[src/hdl/rmsmu_div.sv]
module rmsmu_div #(
	parameter int NUM_W = 32,
	parameter int DEN_W = 16,
	parameter int STEPS = 4,
	localparam int NST = (NUM_W + STEPS - 1) / STEPS
) (
	input  logic             clk,
	input  logic [NST-1:0]   en,
	input  logic [NUM_W-1:0] num,
	input  logic [DEN_W-1:0] den,
	output logic [NUM_W-1:0] quo
);

	localparam int PAD_W = NST * STEPS;

	logic [DEN_W-1:0] rem_q [NST];
	logic [PAD_W-1:0] sh_q  [NST];
	logic [DEN_W-1:0] den_q [NST];
	logic [DEN_W-1:0] rem_i [NST];
	logic [PAD_W-1:0] sh_i  [NST];
	logic [DEN_W-1:0] den_i [NST];
	logic [DEN_W-1:0] rem_o [NST];
	logic [PAD_W-1:0] sh_o  [NST];

	for (genvar j = 0; j < NST; j++) begin : g_stg
		if (j == 0) begin : g_first
			assign rem_i[j] = '0;
			assign sh_i[j]  = PAD_W'(num);
			assign den_i[j] = den;
		end else begin : g_next
			assign rem_i[j] = rem_q[j-1];
			assign sh_i[j]  = sh_q[j-1];
			assign den_i[j] = den_q[j-1];
		end

		always_comb begin
			logic [DEN_W:0]   r;
			logic [DEN_W-1:0] rm;
			logic [PAD_W-1:0] sh;
			rm = rem_i[j];
			sh = sh_i[j];
			r  = '0;
			for (int s = 0; s < STEPS; s++) begin
				r  = {rm, sh[PAD_W-1]};
				sh = {sh[PAD_W-2:0], 1'b0};
				if (r >= {1'b0, den_i[j]}) begin
					r     = r - {1'b0, den_i[j]};
					sh[0] = 1'b1;
				end
				rm = r[DEN_W-1:0];
			end
			rem_o[j] = rm;
			sh_o[j]  = sh;
		end

		always_ff @(posedge clk) begin
			if (en[j]) begin
				rem_q[j] <= rem_o[j];
				sh_q[j]  <= sh_o[j];
				den_q[j] <= den_i[j];
			end
		end
	end

	assign quo = sh_q[NST-1][NUM_W-1:0];

endmodule

[config.mk]
export PLATFORM = sky130hd
export DESIGN_NAME = rmsmu_div
export DESIGN_NICKNAME = d
export VERILOG_FILES = /design/src/hdl/rmsmu_div.sv
export SDC_FILE = /design/constraint.sdc
export NUM_CORES = 2
export LEC_CHECK = 0
export BUFFER_PORTS_ARGS = -buffer_cell sky130_fd_sc_hd__buf_2
export CAP_MARGIN = 0
export CORE_UTILIZATION = 35
export DETAILED_ROUTE_END_ITERATION = 12
export GPL_TIMING_DRIVEN = 0
export PLACE_DENSITY = 0.6
export REMOVE_ABC_BUFFERS = 1
export SKIP_CTS_REPAIR_TIMING = 1
export SYNTH_ARGS = -nofsm -noshare
export SYNTH_HDL_FRONTEND = slang
export SYNTH_SLANG_ARGS = --single-unit
[constraint.sdc]
create_clock -name clk -period 33.8 [get_ports clk]
set_input_delay 6.76 -clock clk [delete_from_list [all_inputs] [get_ports clk]]
set_output_delay 6.76 -clock clk [all_outputs]
set_load 0.01 [all_outputs]
; ---- Word level (Yosys, flattened, before mapping)
; Memory sizes are Yosys's and may differ from the RTL's.
; Index checks and enable logic that the tools add are counted.
[op_classes]
magnitude_cmp = 32
n_addsub = 32
muxes = 80
[ops]
columns = cell, count
row1 = $ge A17 B16 Y1, 31
row2 = $mux W16, 32
row3 = $sub A16 B16 Y16, 31
row4 = $mux W1, 48
row5 = $ge A1 B16 Y1, 1
row6 = $sub A1 B16 Y16, 1
[word_totals]
ram_bits = 512
word_cells = 147
n_memories = 3
in_bits = 57
ff_bits = 0
[mem_list]
columns = name, words, width, rd, rd_ports_with_merged_regs, write_ports, line
row1 = sh_q, 8, 32, 8, 0, 8, 17  ; logic [PAD_W-1:0] sh_q [NST];
row2 = den_q, 8, 16, 7, 0, 8, 18  ; logic [DEN_W-1:0] den_q [NST];
row3 = rem_q, 8, 16, 7, 0, 8, 16  ; logic [DEN_W-1:0] rem_q [NST];

; ---- Longest topological paths before layout
; An unclocked memory read counts as a cell.
[depth]
word_depth = 9
ltp_mapped = 54
depth_no_buf = 48

; ---- Least setup slack after synthesis
; Ideal clock, no wire load.
[synth_timing]
path_kind = input-to-reg
from = input port num[31]
to = memory rem_q[0][10], data pin
n_path_buf = 4
stages = 45
arrival_ps = 15014
slack_ps = 18523
setup_time_ps = 262
cell_sequence = inv_1 -> ha_1 -> inv_1 -> ha_1 -> clkbuf_1 -> o21ai_1 -> nor3_1 -> mux2i_1 -> ha_1 -> nor2b_1 -> o21a_1 -> o21ai_1 -> a21oi_1 -> o211ai_1 -> o21a_1 -> o21a_1 -> inv_2 -> a21oi_1 -> [9 not listed] -> buf_2 -> inv_2 -> clkbuf_1 -> o21ai_0 -> inv_1 -> ha_1 -> nor2b_1 -> o21a_1 -> o21ai_0 -> a21oi_1 -> o2111ai_1 -> a311oi_1 -> o211ai_1 -> a21boi_0 -> a2111oi_4 -> inv_2 -> buf_2 -> mux2_1
[synth_rtl]
columns = element, line
row1 = "start, declared", 9  ; input logic [NUM_W-1:0] num,
row2 = "end, declared", 16

==> flow_summary.yaml <==
place:
  port_buffers: 88
  hpwl_mm: 87.75
  gp_congestion: 0.8974
  place_area_um2: 44640
routing:
  via_per_inst: 5.370
  vias: 32750
  drc: 0
  drt_iter0_markers: 2085
  first_pass_iters: 9
  wl_per_cell_um: 18.06
  final_antenna_net_count: 0
  wl_mm: 110.2
timing:
  hold_viol: 0
  finClkSkew_ps: 45.59
  rsz0062_at_grt: "false"
  setup_viol: 0
  timing.fmax_mhz: 57.92
  fin_crit_sh_pct: 51.08
  drv_slew: 0
  max-slew-margin-rel_pct: 11.65
  setup_tns_ps: 0
  worst_slew_pin_slew_ps: 1313
  min_period_ps: 17270
cts:
  clock_path_buffers: 3
  cts_buffers: 55
  clock_sinks: 480
  htree_levels: 2
  clockRootBuffer: "clkbuf_16"
  clkSlewWorstSetupHoldPaths_ps: 60
  cts_tree: "done"
  worst_skew_pair.late_latency_ps: 670
synthesis:
  postSynth.asyncResetShare_pct: 0
  synth.cell_area_um2: 42250
  ys_seq_area_share_pct: 34.12
  ys_types: 91
  synth_warnings: 0
  synth.avg_cell_area_um2: 9.690
  synthCells: 4360
  synth_seq_cells: 480
  synthFlopType: "edfxtp_1"
  synth_edf_count: 480
global_routing:
  antenna_found_initial: 1
  globalRouteTotalUtil_pct: 17.78
  busiest_layer: "met2"
  use_met1_pct: 23.07
  grt_pass1_vias: 31640
  use_met2_pct: 30.84
  met3_usage_pct: 2.211
  grt_remaining_overflow: 0
  grt_max_degree: 65
  grt_pass1_wl_mm: 172.5
layout:
  syn_to_final_growth_pct: 9.983
  final_area_um2: 46470
  layout_common_cells: "ha_1 (498), edfxtp_1 (480), inv_1 (356)"
  final_common_cell: "ha_1"
  n_fill_cell: 11980
  antenna_cells: 0
  final_nets: 5029
  drive_above_1_share_pct: 9.227
setup_path:
  crit_path_start_kind: "input pin"
  cp_slowest_cell: "a2111oi_4"
  cp_top_family: "compound AO/OA/AOI/OAI gates"
  critPathCaptureType: "flip-flop"
  worstPathRequired_ps: 34190
  slowest_delay_ps: 570
  path_buf_inv: 6
  cp_common_cell: "a21oi_1"
  reg2reg_slack_ps: 19280
  cp_max_fo: 15
  crit_type: "in -> reg"
  cp.arrival_ps: 17650
die:
  core_area_um2: 119800
  floorplan.initialDensity_pct: 35.26
  fp.dieW_um: 349.4
  dieHeight_um: 349.4
  io_pins: 89
  rows: 127
  die_area_um2: 122100
flow_run:
  maxCapViolations: 0
hold_path:
  holdCritPathClass: "reg -> reg"
status:
  status: "completed"
==> worst paths after layout <==
check	depth (start not counted)	from	endpoint
worst max register to register	43	den_q[4][1]	rem_q[5][6]
worst min-delay path	0	sh_q[0][116]	sh_q[1][24]
worst max-delay path	40	den[1]	rem_q[0][11]
worst min register to register	0	sh_q[0][116]	sh_q[1][24]
==> flip-flops by register name, indices dropped and copies added, names as in the netlist <==
signal  count
sh_q      256
rem_q     112
den_q     112
==> per-stage QoR <==
step / utilization, % / instances / setup WS (ps) / hold WS, ps
after floorplan: - / 4290 / 18430 / 400.3
after global placement: 37.06 / 5990 / 16050 / 400.3
after detailed placement: 37.26 / 5999 / 15990 / 404.5
after CTS: 38.78 / 6099 / 16680 / 387.1
after global routing: 38.78 / 6099 / 15590 / 389.4
final: 38.78 / 6099 / 16530 / 386.5
==> area by class of cell <==
type                    instances  area [um^2]  area share [%]
inverters                     370         1389           2.989
flip-flops and latches        480        14410           31.02
clock buffers                  66         1418           3.051
well taps                    1612         2017           4.340
multi-input cells            3440        26170           56.32
clock inverters                34        401.6          0.8643
repair buffers                 97        660.6           1.422
==> cell families (layout without fill, tap and decap cells) <==
kind of cell	Yosys count	in the layout	synth area share (%)
compound gates	1201	1201	18.54
xor+xnor	342	342	7.090
fa+ha+maj	528	528	16.17
buf+inv	440	567	3.998
flops	480	480	34.12
mux	269	269	7.078
simple gates	1100	1100	13.01
==> Yosys cell counts (28+ instances only) <==
| master | count | area share, % |
|---|---|---|
| a211oi_1 | 40 | 0.71 |
| a21o_1 | 115 | 2.0 |
| a21oi_1 | 353 | 4.2 |
| a221o_1 | 38 | 0.90 |
| a31oi_1 | 28 | 0.41 |
| and2_1 | 42 | 0.62 |
| and3_1 | 40 | 0.59 |
| clkbuf_1 | 43 | 0.38 |
| edfxtp_1 | 480 | 34 |
| fa_1 | 30 | 1.4 |
| ha_1 | 498 | 15 |
| inv_1 | 356 | 3.2 |
| mux2_1 | 54 | 1.4 |
| mux2_2 | 156 | 4.2 |
| mux2i_1 | 52 | 1.2 |
| nand2_1 | 216 | 1.9 |
| nand2b_1 | 46 | 0.68 |
| nand3_1 | 71 | 0.84 |
| nand4_1 | 74 | 1.1 |
| nor2_1 | 304 | 2.7 |
| nor2b_1 | 80 | 1.2 |
| nor3_1 | 103 | 1.2 |
| o211ai_1 | 28 | 0.50 |
| o21a_1 | 67 | 1.2 |
| o21ai_0 | 233 | 2.8 |
| o21ai_1 | 33 | 0.39 |
| o21bai_1 | 52 | 0.92 |
| or3_1 | 28 | 0.41 |
| xnor2_1 | 238 | 4.9 |
| xor2_1 | 104 | 2.2 |
==> metal layers <==
metal	share of wire (%)	routed length, um	up-vias
met4	2.6	2833	2
met1	46	50800	15470
li1	-	-	16480
met5	0.012	13	-
met2	47	52080	639
met3	4.0	4440	155
Power is left out: the tool's default activity adds up to more than one toggle a clock period on the data nets, which glitch-free logic cannot reach.
