==> config.mk <==
export PLATFORM = sky130hd
export DESIGN_NAME = rmsmu_sqrt
export DESIGN_NICKNAME = d
export VERILOG_FILES = /design/src/hdl/rmsmu_sqrt.sv
export SDC_FILE = /design/constraint.sdc
export NUM_CORES = 1
export LEC_CHECK = 0
export BUFFER_PORTS_ARGS = -buffer_cell sky130_fd_sc_hd__clkbuf_2
export CORE_MARGIN = 1
export CORE_UTILIZATION = 59
export DETAILED_ROUTE_END_ITERATION = 8
export PLACE_DENSITY = 0.88
export RECOVER_POWER = 50
export SLEW_MARGIN = 20
export SYNTH_ARGS = -nofsm -noshare
export SYNTH_HDL_FRONTEND = slang
export SYNTH_SLANG_ARGS = --single-unit
==> constraint.sdc <==
create_clock -name clk -period 8.28 [get_ports clk]
set_clock_uncertainty 0.15 [all_clocks]
set_input_delay 0.414 -clock clk [delete_from_list [all_inputs] [get_ports clk]]
set_output_delay 0.414 -clock clk [all_outputs]
set_load 0.01 [all_outputs]
==> src/hdl/rmsmu_sqrt.sv <==
module rmsmu_sqrt #(
	parameter int IN_W  = 48,
	parameter int STEPS = 3,
	localparam int RW  = (IN_W + 1) / 2,
	localparam int NST = (RW + STEPS - 1) / STEPS
) (
	input  logic            clk,
	input  logic [NST-1:0]  en,
	input  logic [IN_W-1:0] x,
	output logic [RW-1:0]   root
);

	localparam int PW = NST * STEPS;
	localparam int XW = 2 * PW;

	logic [PW+1:0] rem_q [NST];
	logic [PW-1:0] rt_q  [NST];
	logic [XW-1:0] xs_q  [NST];
	logic [PW+1:0] rem_i [NST];
	logic [PW-1:0] rt_i  [NST];
	logic [XW-1:0] xs_i  [NST];
	logic [PW+1:0] rem_o [NST];
	logic [PW-1:0] rt_o  [NST];
	logic [XW-1:0] xs_o  [NST];

	for (genvar j = 0; j < NST; j++) begin : g_stg
		if (j == 0) begin : g_first
			assign rem_i[j] = '0;
			assign rt_i[j]  = '0;
			assign xs_i[j]  = XW'(x);
		end else begin : g_next
			assign rem_i[j] = rem_q[j-1];
			assign rt_i[j]  = rt_q[j-1];
			assign xs_i[j]  = xs_q[j-1];
		end

		always_comb begin
			logic [PW+3:0] t;
			logic [PW+3:0] tr;
			logic [PW+1:0] rm;
			logic [PW-1:0] rt;
			logic [XW-1:0] xs;
			rm = rem_i[j];
			rt = rt_i[j];
			xs = xs_i[j];
			t  = '0;
			tr = '0;
			for (int s = 0; s < STEPS; s++) begin
				t  = {rm, xs[XW-1:XW-2]};
				xs = {xs[XW-3:0], 2'b00};
				tr = {2'b00, rt, 2'b01};
				if (t >= tr) begin
					t  = t - tr;
					rt = {rt[PW-2:0], 1'b1};
				end else begin
					rt = {rt[PW-2:0], 1'b0};
				end
				rm = t[PW+1:0];
			end
			rem_o[j] = rm;
			rt_o[j]  = rt;
			xs_o[j]  = xs;
		end

		always_ff @(posedge clk) begin
			if (en[j]) begin
				rem_q[j] <= rem_o[j];
				rt_q[j]  <= rt_o[j];
				xs_q[j]  <= xs_o[j];
			end
		end
	end

	assign root = rt_q[NST-1][RW-1:0];

endmodule
Word-level counts from Yosys, hierarchy flattened:

Memory sizes are Yosys's and may differ from the RTL's.
Cells that the tools add are included.

* add/sub/neg operators: 24
* magnitude comparators: 24
* mux-type cells: 64

Operators with widths (count)
* 26-bit two-way mux: 24
* 28-bit by 26-bit >= comparator with 1-bit output: 21
* 26-bit subtractor: 21
* 1-bit two-way mux: 40
* 28-bit by 3-bit >= comparator with 1-bit output: 1
* 28-bit by 4-bit >= comparator with 1-bit output: 1
* 26-bit by 3-bit subtractor with 26-bit output: 1
* 26-bit by 4-bit subtractor with 26-bit output: 1
* 2-bit by 1-bit subtractor with 3-bit output (second input constant): 1
* 2-bit by 1-bit >= comparator with 1-bit output (second input constant): 1

* flip-flop bits (word level): 0
* bits in writable memories: 736
* input port bits: 57
* output and inout bits: 24
* word-level logic and storage cells: 115
* memories kept: 3

Memories
* xs_q: depth 8, width 42, rd ports 7, clocked after memory_dff 0, wr ports 8, line 18 `logic [XW-1:0] xs_q [NST];`
* rem_q: depth 8, width 26, rd ports 7, clocked after memory_dff 0, wr ports 8, line 16 `logic [PW+1:0] rem_q [NST];`
* rt_q: depth 8, width 24, rd ports 8, clocked after memory_dff 0, wr ports 8, line 17 `logic [PW-1:0] rt_q [NST];`

Longest topological paths before layout:

Gate-level depths: netlist (run 1).
An unclocked memory read counts as a cell.

* word-level depth: 7
* gate-level depth with buffers: 44

Least setup slack after synthesis (run 1):

No wires, ideal clock.

* path kind: flip-flop to flip-flop
* from: mem rt_q[1][3] (netlist name)
* to: mem rem_q[5][13] (netlist name) (data pin)
* library setup time: 260 ps
* data arrival time: 7964 ps
* path slack: -94 ps
* cell stages (with the launch flop): 37
* path buffers: 5
* period minus slack after synthesis: 8374 ps
* cell sequence: edfxtp_1 inv_1 ha_1 a21oi_1 o21ai_0 or3_1 o221a_2 o31ai_1 nand2_1 clkinv_1 buf_1 nor2_1 a21oi_1 inv_1 ha_1 and3_1 nand4_1 nor3_1 nand4_1 a22oi_1 nor4_1 clkbuf_1 nand2_1 clkbuf_1 buf_1 a21oi_1 ha_1 inv_1 nor2_1 nand2_1 or3_1 mux2_2 and2_1 o2111a_1 nand3_1 clkbuf_1 mux2_2

RTL lines (line)
* start: declaration: 17
* end: declaration: 16

==> results by group, run 1 <==
Clock tree
  – Worst-path clk slew: approximately 0.06 ns
  – Max clock buf depth: 3
  – Worst-Skew Late Latency: roughly 0.62 ns
  – Cts bufs inserted: 50
  – CTS tree: done
  – H-tree lvl count: 2
  – CTS Sinks: 458
  – Root buf cell: clkbuf_16

Timing
  – Post-route minimum period: approximately 8.0 ns
  – Final hold vios: 0
  – Tcrit/Tclk final: a little over nine tenths
  – Max Transition Viols Final: 331
  – Worst hold slack: between 0.02 and 0.025 ns
  – Worst-Margin Slew: between 3 and 4 ns
  – Relative slew slack: -153%
  – RSZ-0062 raised after global routing: true
  – Peak Freq: 126 MHz
  – Final Setup Violations: 0

Logic synthesis
  – Ys Warns: 0
  – Register area share after synthesis: a little over a third
  – Predominant post-synthesis flop cell: edfxtp_1
  – Syn avg cell area: between 9 and 10 sq um
  – Ys async rst share: 0%
  – Synth Cell Area: between 30000 and 40000 sq um
  – Top cell type's share of synthesized area: about a third
  – Largest area contributor in the netlist: edfxtp_1
  – Post-synth EDFFs: between 400 and 500
  – Synthesized instance count: about 4400
  – Post-synthesis register bit count: about 460
  – Commonest cells in the netlist: edfxtp_1 (458), a21oi_1 (387), nand2_1 (348), nor2_1 (346), ha_1 (324)
  – Synth area leaders: edfxtp_1 (35%), ha_1 (10%), xnor2_1 (6.0%)
  – Distinct cells, synth: between 100 and 150
  – Cell with the most instances after synthesis: edfxtp_1

Worst hold path
  – Hold EP: rt_q[0][2]
  – Worst hold path type: input port to flip-flop
  – Hold Path Origin: x[46]
  – Hold Crit Depth: 2

Global routing
  – Total global routing track utilization: between 30% and 40%
  – Largest net degree at the start of global routing: slightly above 70
  – Grt ovf: 0
  – Initial antenna violation count: 0
  – First-pass GRT wire length: 173000 um
  – Vias in the first global route: between 30000 and 40000

Pwr
  – Leak: about 18 nW
  – Maximum VDD drop: approximately 200 uV
  – Pwr dens: roughly 340 nW/um^2

Setup path
  – Critical path's top delay family: compound AO/OA/AOI/OAI gates
  – WS Path Type: flip-flop to flip-flop
  – WP data required: between 8 and 9 ns
  – Worst reg-to-reg setup slack: around 0.32 ns
  – Reg2reg path depth: 32
  – Data arrival, critical path: 8.13 ns
  – Worst Path Buf+Inv: 3
  – Crit path largest cell delay: about 0.59 ns
  – CP Depth: 32
  – Crit-path max FO: 33
  – Crit end category: flip-flop
  – Crit-path most repeated cell: a21o_1
  – Crit-path slowest cell: or4b_2
  – Startpoint types: flip-flop
  – RR Startpoint: rt_q[1][50]
  – RR Endpoint: rt_q[1][72]

Cells and area
  – Share of post-route cells with drive strength above 1: between 10 and 15%
  – Syn-to-layout area delta: 11.3%
  – ANT cells: 0
  – Fill cells: approximately 5100
  – Layout Cells excl Fill: around 5500
  – Core Util, Final: 66.6%
  – Nets@finish: 4944

Route
  – Via Count: roughly 35000
  – Final wirelength: 109000 um
  – Per-cell routed wire length: about 20 um
  – DR vias/cell: between 6 and 7
  – Routed Antenna Nets: 0
  – Pre-Repair DR Iteration Count: 8
  – Drt initial violations: approximately 4100
  – DR DRC count: 3

Place
  – Dpl cells: between 5000 and 6000
  – Post-DP HPWL: approximately 83000 um
  – RePlAce Congestion: 1.03
  – Buffers on Ports: 80

Outcome
  – Failing checks: DRC, capacitance limit, slew limit
  – Status: finished, violations left

Floorplanning
  – Starting density of the core: about three fifths
  – Die area: a little under 70000 sq um
  – DIE HEIGHT: 261 um
  – IO Pins: 81
  – Die width: around 260 um
  – FP Rows: 94
  – Core footprint: approximately 66000 sq um

Job
  – MaxCap Viol Count: 6
==> stage by stage <==
stage                     setup WS, ns  total power [W]  setup TNS (ns)  cell area [sq um]
after floorplan                 0.0537           0.0103               0              39600
after global placement           0.297           0.0123               0              41600
after detailed placement        0.0977           0.0125               0              41600
after CTS                       0.0210           0.0148               0              43700
after global routing           -0.0904           0.0162          -0.447              44000
final                            0.319           0.0152               0              44000
==> cells by family (layout without fill, tap and decap cells) <==
| kind of cell | count (synthesis) | count (layout) | synth area share (%) |
|---|---|---|---|
| AND/OR/NAND/NOR | 1458 | 1459 | 19.2 |
| flip-flops | 458 | 458 | 34.8 |
| multiplexers | 89 | 89 | 2.49 |
| AO/OA/AOI/OAI | 1255 | 1255 | 20.6 |
| adder cells (fa/ha/maj) | 324 | 324 | 10.2 |
| other | 1 | 3 | 0.00948 |
| buffers and inverters | 381 | 613 | 3.77 |
| XOR/XNOR | 404 | 404 | 8.96 |
==> sequential cells by signal, indices dropped and copies added (netlist names) <==
signal  cells
xs_q      168
rem_q     182
rt_q      108
==> worst reg2reg max path, delay by kind of cell (launching register included) <==
kind / cells / cell delay, ns
AO/OA/AOI/OAI: 17 / 3.28
AND/OR/NAND/NOR: 8 / 1.96
adder cells (fa/ha/maj): 3 / 1.01
flip-flops: 1 / 0.46
buffers and inverters: 3 / 0.46
multiplexers: 1 / 0.37
==> routing by layer <==
metal | part of all wire, % | track usage, % | vias to the layer above
met2 | 46 | 51.2 | 1766
met1 | 41 | 41.7 | 16600
li1 | - | - | 16800
met5 | 0 | 0 | -
met4 | 4.8 | 14.3 | 0
met3 | 8.2 | 4.17 | 372
==> worst max-delay path by stage <==
stage / startpoint / to / slack (ns)
6_report: rt_q[1][50] / rt_q[1][72] / 0.32
5_1_grt: rt_q[0][83] / rem_q[4][13] / -0.09
4_1_cts: rt_q[1][48] / rt_q[1][72] / 0.02
3_5_place_dp: rt_q[1][48] / rt_q[1][72] / 0.1
3_3_place_gp: rt_q[1][6] / rem_q[5][14] / 0.30
2_1_floorplan: rt_q[1][3] / rem_q[5][13] / 0.05
==> cell usage in the layout (no fill, tap or decap), drive strengths merged, types with 27 or more instances in the layout <==
| master | count |
|---|---|
| edfxtp | 458 |
| a21oi | 387 |
| nand2 | 351 |
| nor2 | 349 |
| ha | 324 |
| xnor2 | 274 |
| inv | 264 |
| o21ai | 247 |
| clkbuf | 143 |
| a21o | 140 |
| buf | 131 |
| xor2 | 130 |
| nor3 | 125 |
| nand3 | 113 |
| nand4 | 73 |
| nand2b | 71 |
| mux2 | 67 |
| o21a | 60 |
| nor4 | 57 |
| a211oi | 52 |
| dlygate4sd3 | 44 |
| and2 | 43 |
| o21bai | 42 |
| o31ai | 42 |
| or4 | 41 |
| or3 | 39 |
| a31oi | 39 |
| nor2b | 37 |
| and3 | 34 |
| or2 | 27 |
==> layout make-up <==
class / count / area (sq um) / area share [%]
Clock inverter: 34 / 348 / 0.790
Sequential cell: 458 / 13800 / 31.2
Inverter: 261 / 986 / 2.24
Tap cell: 864 / 1080 / 2.46
Multi-Input combinational cell: 3534 / 24600 / 55.9
Clock buffer: 60 / 1310 / 2.98
Timing Repair Buffer: 258 / 1930 / 4.39
==> repair_timing <==
action                                  4_1_cts  5_1_grt
gates resized for setup                       0       77
hold endpoints to repair                     44        0
setup buffers                                 0        7
endpoints found under the setup margin        0       98
hold buffers                                 44        0
==> where the power goes <==
| part | total (W) | switching, W | internal, W |
|---|---|---|---|
| Combinational | 0.00928 | 0.00540 | 0.00388 |
| Clock | 0.00227 | 0.000970 | 0.00130 |
| Sequential | 0.00362 | 0.000394 | 0.00322 |
| Total | 0.0152 | 0.00676 | 0.00840 |
Note: power is estimated with default switching activity, not from simulation.
==> run 2: changes to the inputs <==
--- a/config.mk
+++ b/config.mk
@@ -7,9 +7,9 @@
 export LEC_CHECK = 0
 export BUFFER_PORTS_ARGS = -buffer_cell sky130_fd_sc_hd__clkbuf_2
 export CORE_MARGIN = 1
-export CORE_UTILIZATION = 59
+export CORE_UTILIZATION = 65
 export DETAILED_ROUTE_END_ITERATION = 8
-export PLACE_DENSITY = 0.88
+export PLACE_DENSITY = 0.91
 export RECOVER_POWER = 50
 export SLEW_MARGIN = 20
 export SYNTH_ARGS = -nofsm -noshare
==> constraint.sdc (replaced) <==
create_clock -name clk -period 8.5 [get_ports clk]
set_clock_uncertainty 0.15 [all_clocks]
set_input_delay 0.425 -clock clk [delete_from_list [all_inputs] [get_ports clk]]
set_output_delay 0.425 -clock clk [all_outputs]
set_load 0.01 [all_outputs]
==> run 2 against run 1 <==
The run ends with capacitance limit, slew limit left. Sequential share of layout area rose by 0.18 points. Non-clock buffer count decreased by 4. Largest cell class unchanged. Clock-buffer cell count is 9 lower. Highest routed layer unchanged. Critical path type unchanged.
==> results by group, run 2 (synthesis gave the netlist of run 1 again) <==
Outcome
  – Status: finished, violations left
  – Failing checks: capacitance limit, slew limit

Worst hold path
  – Hold Path Origin: x[43]
  – Worst hold path type: input port to flip-flop

Timing
  – Post-route setup slack: roughly 0.34 ns
  – Worst hold slack: around 0.084 ns
  – Final hold vios: 0
  – Final Setup Violations: 0
  – Peak Freq: approximately 120 MHz
  – Tcrit/Tclk final: between 90 and 100%
  – Relative slew slack: -120%
  – Post-route minimum period: about 8.2 ns
  – RSZ-0062 raised after global routing: true
  – Worst-Margin Slew: around 3.3 ns
  – Max Transition Viols Final: between 200 and 300

Cells and area
  – Commonest cells after routing, fill and taps aside: edfxtp_1 (458), a21oi_1 (384), nor2_1 (346), nand2_1 (346), ha_1 (323)
  – Share of post-route cells with drive strength above 1: 9.93%
  – Syn-to-layout area delta: 10.6%
  – Most common cell after layout, fill and taps aside: edfxtp_1
  – Regs by FF count: rem_q: 182 flops, xs_q: 168 flops, rt_q: 108 flops
  – Largest register by flop count: rem_q
  – Nets@finish: 4939
  – Max reg flops: roughly 180
  – Fill cells: roughly 4400
  – Finished Cell Area: 43800 sq um

Pwr
  – Maximum VDD drop: about 220 uV
  – Logic pwr share: 60.5%
  – Sequential share of power: approximately a quarter
  – Pint: about 0.0082 W
  – Leak: approximately 18 nW
  – Switching power: between 0.006 and 0.007 W
  – Sw Ratio: about 45%
  – Pwr dens: 338 nW/um^2
  – Overall power: between 0.01 and 0.015 W
  – Clock network fraction of total power: ~16%

Route
  – Routed Antenna Nets: 0
  – Pre-Repair DR Iteration Count: 6
  – DR DRC count: 0
  – Final wirelength: roughly 110000 um
  – Per-cell routed wire length: approximately 21 um
  – Drt initial violations: between 3000 and 4000
  – DR vias/cell: approximately 6.6
  – Via Count: 35500

Setup path
  – WP data required: approximately 8.7 ns
  – CP startpoint: rt_q[1][24]
  – Crit end category: flip-flop
  – WS Path Type: flip-flop to flip-flop
  – Crit-path slowest cell: nor3_2
  – RR Startpoint: rt_q[1][24]
  – Startpoint types: flip-flop
  – Crit-path most repeated cell: a21oi_1
  – Crit-path max FO: 30
  – Crit path largest cell delay: 0.47 ns
  – Data arrival, critical path: around 8.3 ns

Clock tree
  – H-tree lvl count: 2
  – CTS Sinks: 458
  – CTS tree: done
  – Root buf cell: clkbuf_16
  – Max clock buf depth: 3
  – Worst-path clk slew: 0.07 ns
  – Worst-Skew Late Latency: roughly 0.64 ns
  – Cts bufs inserted: 50

Global routing
  – Vias in the first global route: between 30000 and 40000
  – Largest net degree at the start of global routing: 72
  – Grt ovf: 0
  – Total global routing track utilization: 34.7%
  – Initial antenna violation count: 2
  – First-pass GRT wire length: 175000 um

Floorplanning
  – Starting density of the core: about two thirds
  – FP Rows: 90
  – Die area: 61900 sq um
  – IO Pins: slightly above 80
  – Core footprint: ~60000 sq um
  – DIE HEIGHT: roughly 250 um
  – Die width: 249 um

Place
  – RePlAce Congestion: roughly 1.0
  – Buffers on Ports: 80
  – Post-DP HPWL: approximately 84000 um
  – Post-DP Area: 41400 sq um
  – Pre-CTS WS: roughly 0.08 ns

Job
  – MaxCap Viol Count: 5
[run 2: cell types whose count changed in the layout (fill, tap and decap cells not counted), moves of 4 or more]
| cell | delta |
|---|---|
| nor3_2 | -8 |
| ha_2 | -8 |
| a31oi_1 | +4 |
| clkinv_2 | +5 |
| buf_12 | -4 |
| nor3_1 | +7 |
| a21oi_2 | -5 |
| clkbuf_1 | -4 |
| ha_1 | +8 |
| a21oi_1 | +5 |
[run 2: area by class of cell]
cell class	instances	area, sq um	area share (%)
Antenna cell	1	2.50	0.00572
Sequential cell	458	13800	31.4
Clock buffer	51	1250	2.87
Tap cell	782	978	2.24
Clock inverter	43	512	1.17
Inverter	261	986	2.25
Timing Repair Buffer	254	1840	4.20
Multi-Input combinational cell	3533	24400	55.8
[run 2: through the flow]
stage / instances / util (%) / TNS (ns)
after CTS: 5374 / 72.4 / 0
after floorplan: 4372 / - / 0
after global routing: 5382 / 72.6 / -0.143
after detailed placement: 5235 / 68.7 / 0
after global placement: 5235 / 68.7 / 0
final: 5383 / 72.6 / 0
[run 2: metal layers]
| layer | wire length (um) | vias to the layer above | GRT usage (%) |
|---|---|---|---|
| met4 | 4920 | 0 | 14.3 |
| li1 | - | 16800 | - |
| met3 | 9570 | 327 | 4.76 |
| met2 | 51300 | 1853 | 57.4 |
| met1 | 45300 | 16600 | 46.0 |
| met5 | 0 | - | 0 |
[run 2: critical path: cells and delay by family (launching register included)]
family	cells	cell delay [ns]
buffers and inverters	4	0.67
adders and majority gates	3	0.89
DFF	1	0.42
muxes	2	0.58
xor gates and xnor gates	1	0.16
AOI/OAI and AO/OA	18	3.32
and+or+nand+nor	8	1.63
[run 2: final timing paths]
path	cells after the start	slack [ns]	endpoint
hold reg to reg	0	0.26	xs_q[4][38]
setup reg to reg	36	0.34	rem_q[6][20]
hold / removal	3	0.08	rem_q[0][1]
setup / recovery	36	0.34	rem_q[6][20]
[run 2: repair_timing]
action | 4_1_cts | 5_1_grt
pin swaps | 0 | 5
buffers inserted | 0 | 8
hold buffers | 45 | 0
resized for setup | 1 | 30
endpoints found under the setup margin | 1 | 59
endpoints found under the hold margin | 44 | 0
[run 2: power groups by stage]
stage                     clock network [W]  logic [W]  registers (W)
after CTS                           0.00232    0.00870        0.00350
after global routing                0.00242    0.00983        0.00355
after detailed placement                  0    0.00858        0.00354
after global placement                    0    0.00843        0.00353
after floorplan                           0    0.00667        0.00335
final                               0.00231    0.00895        0.00352
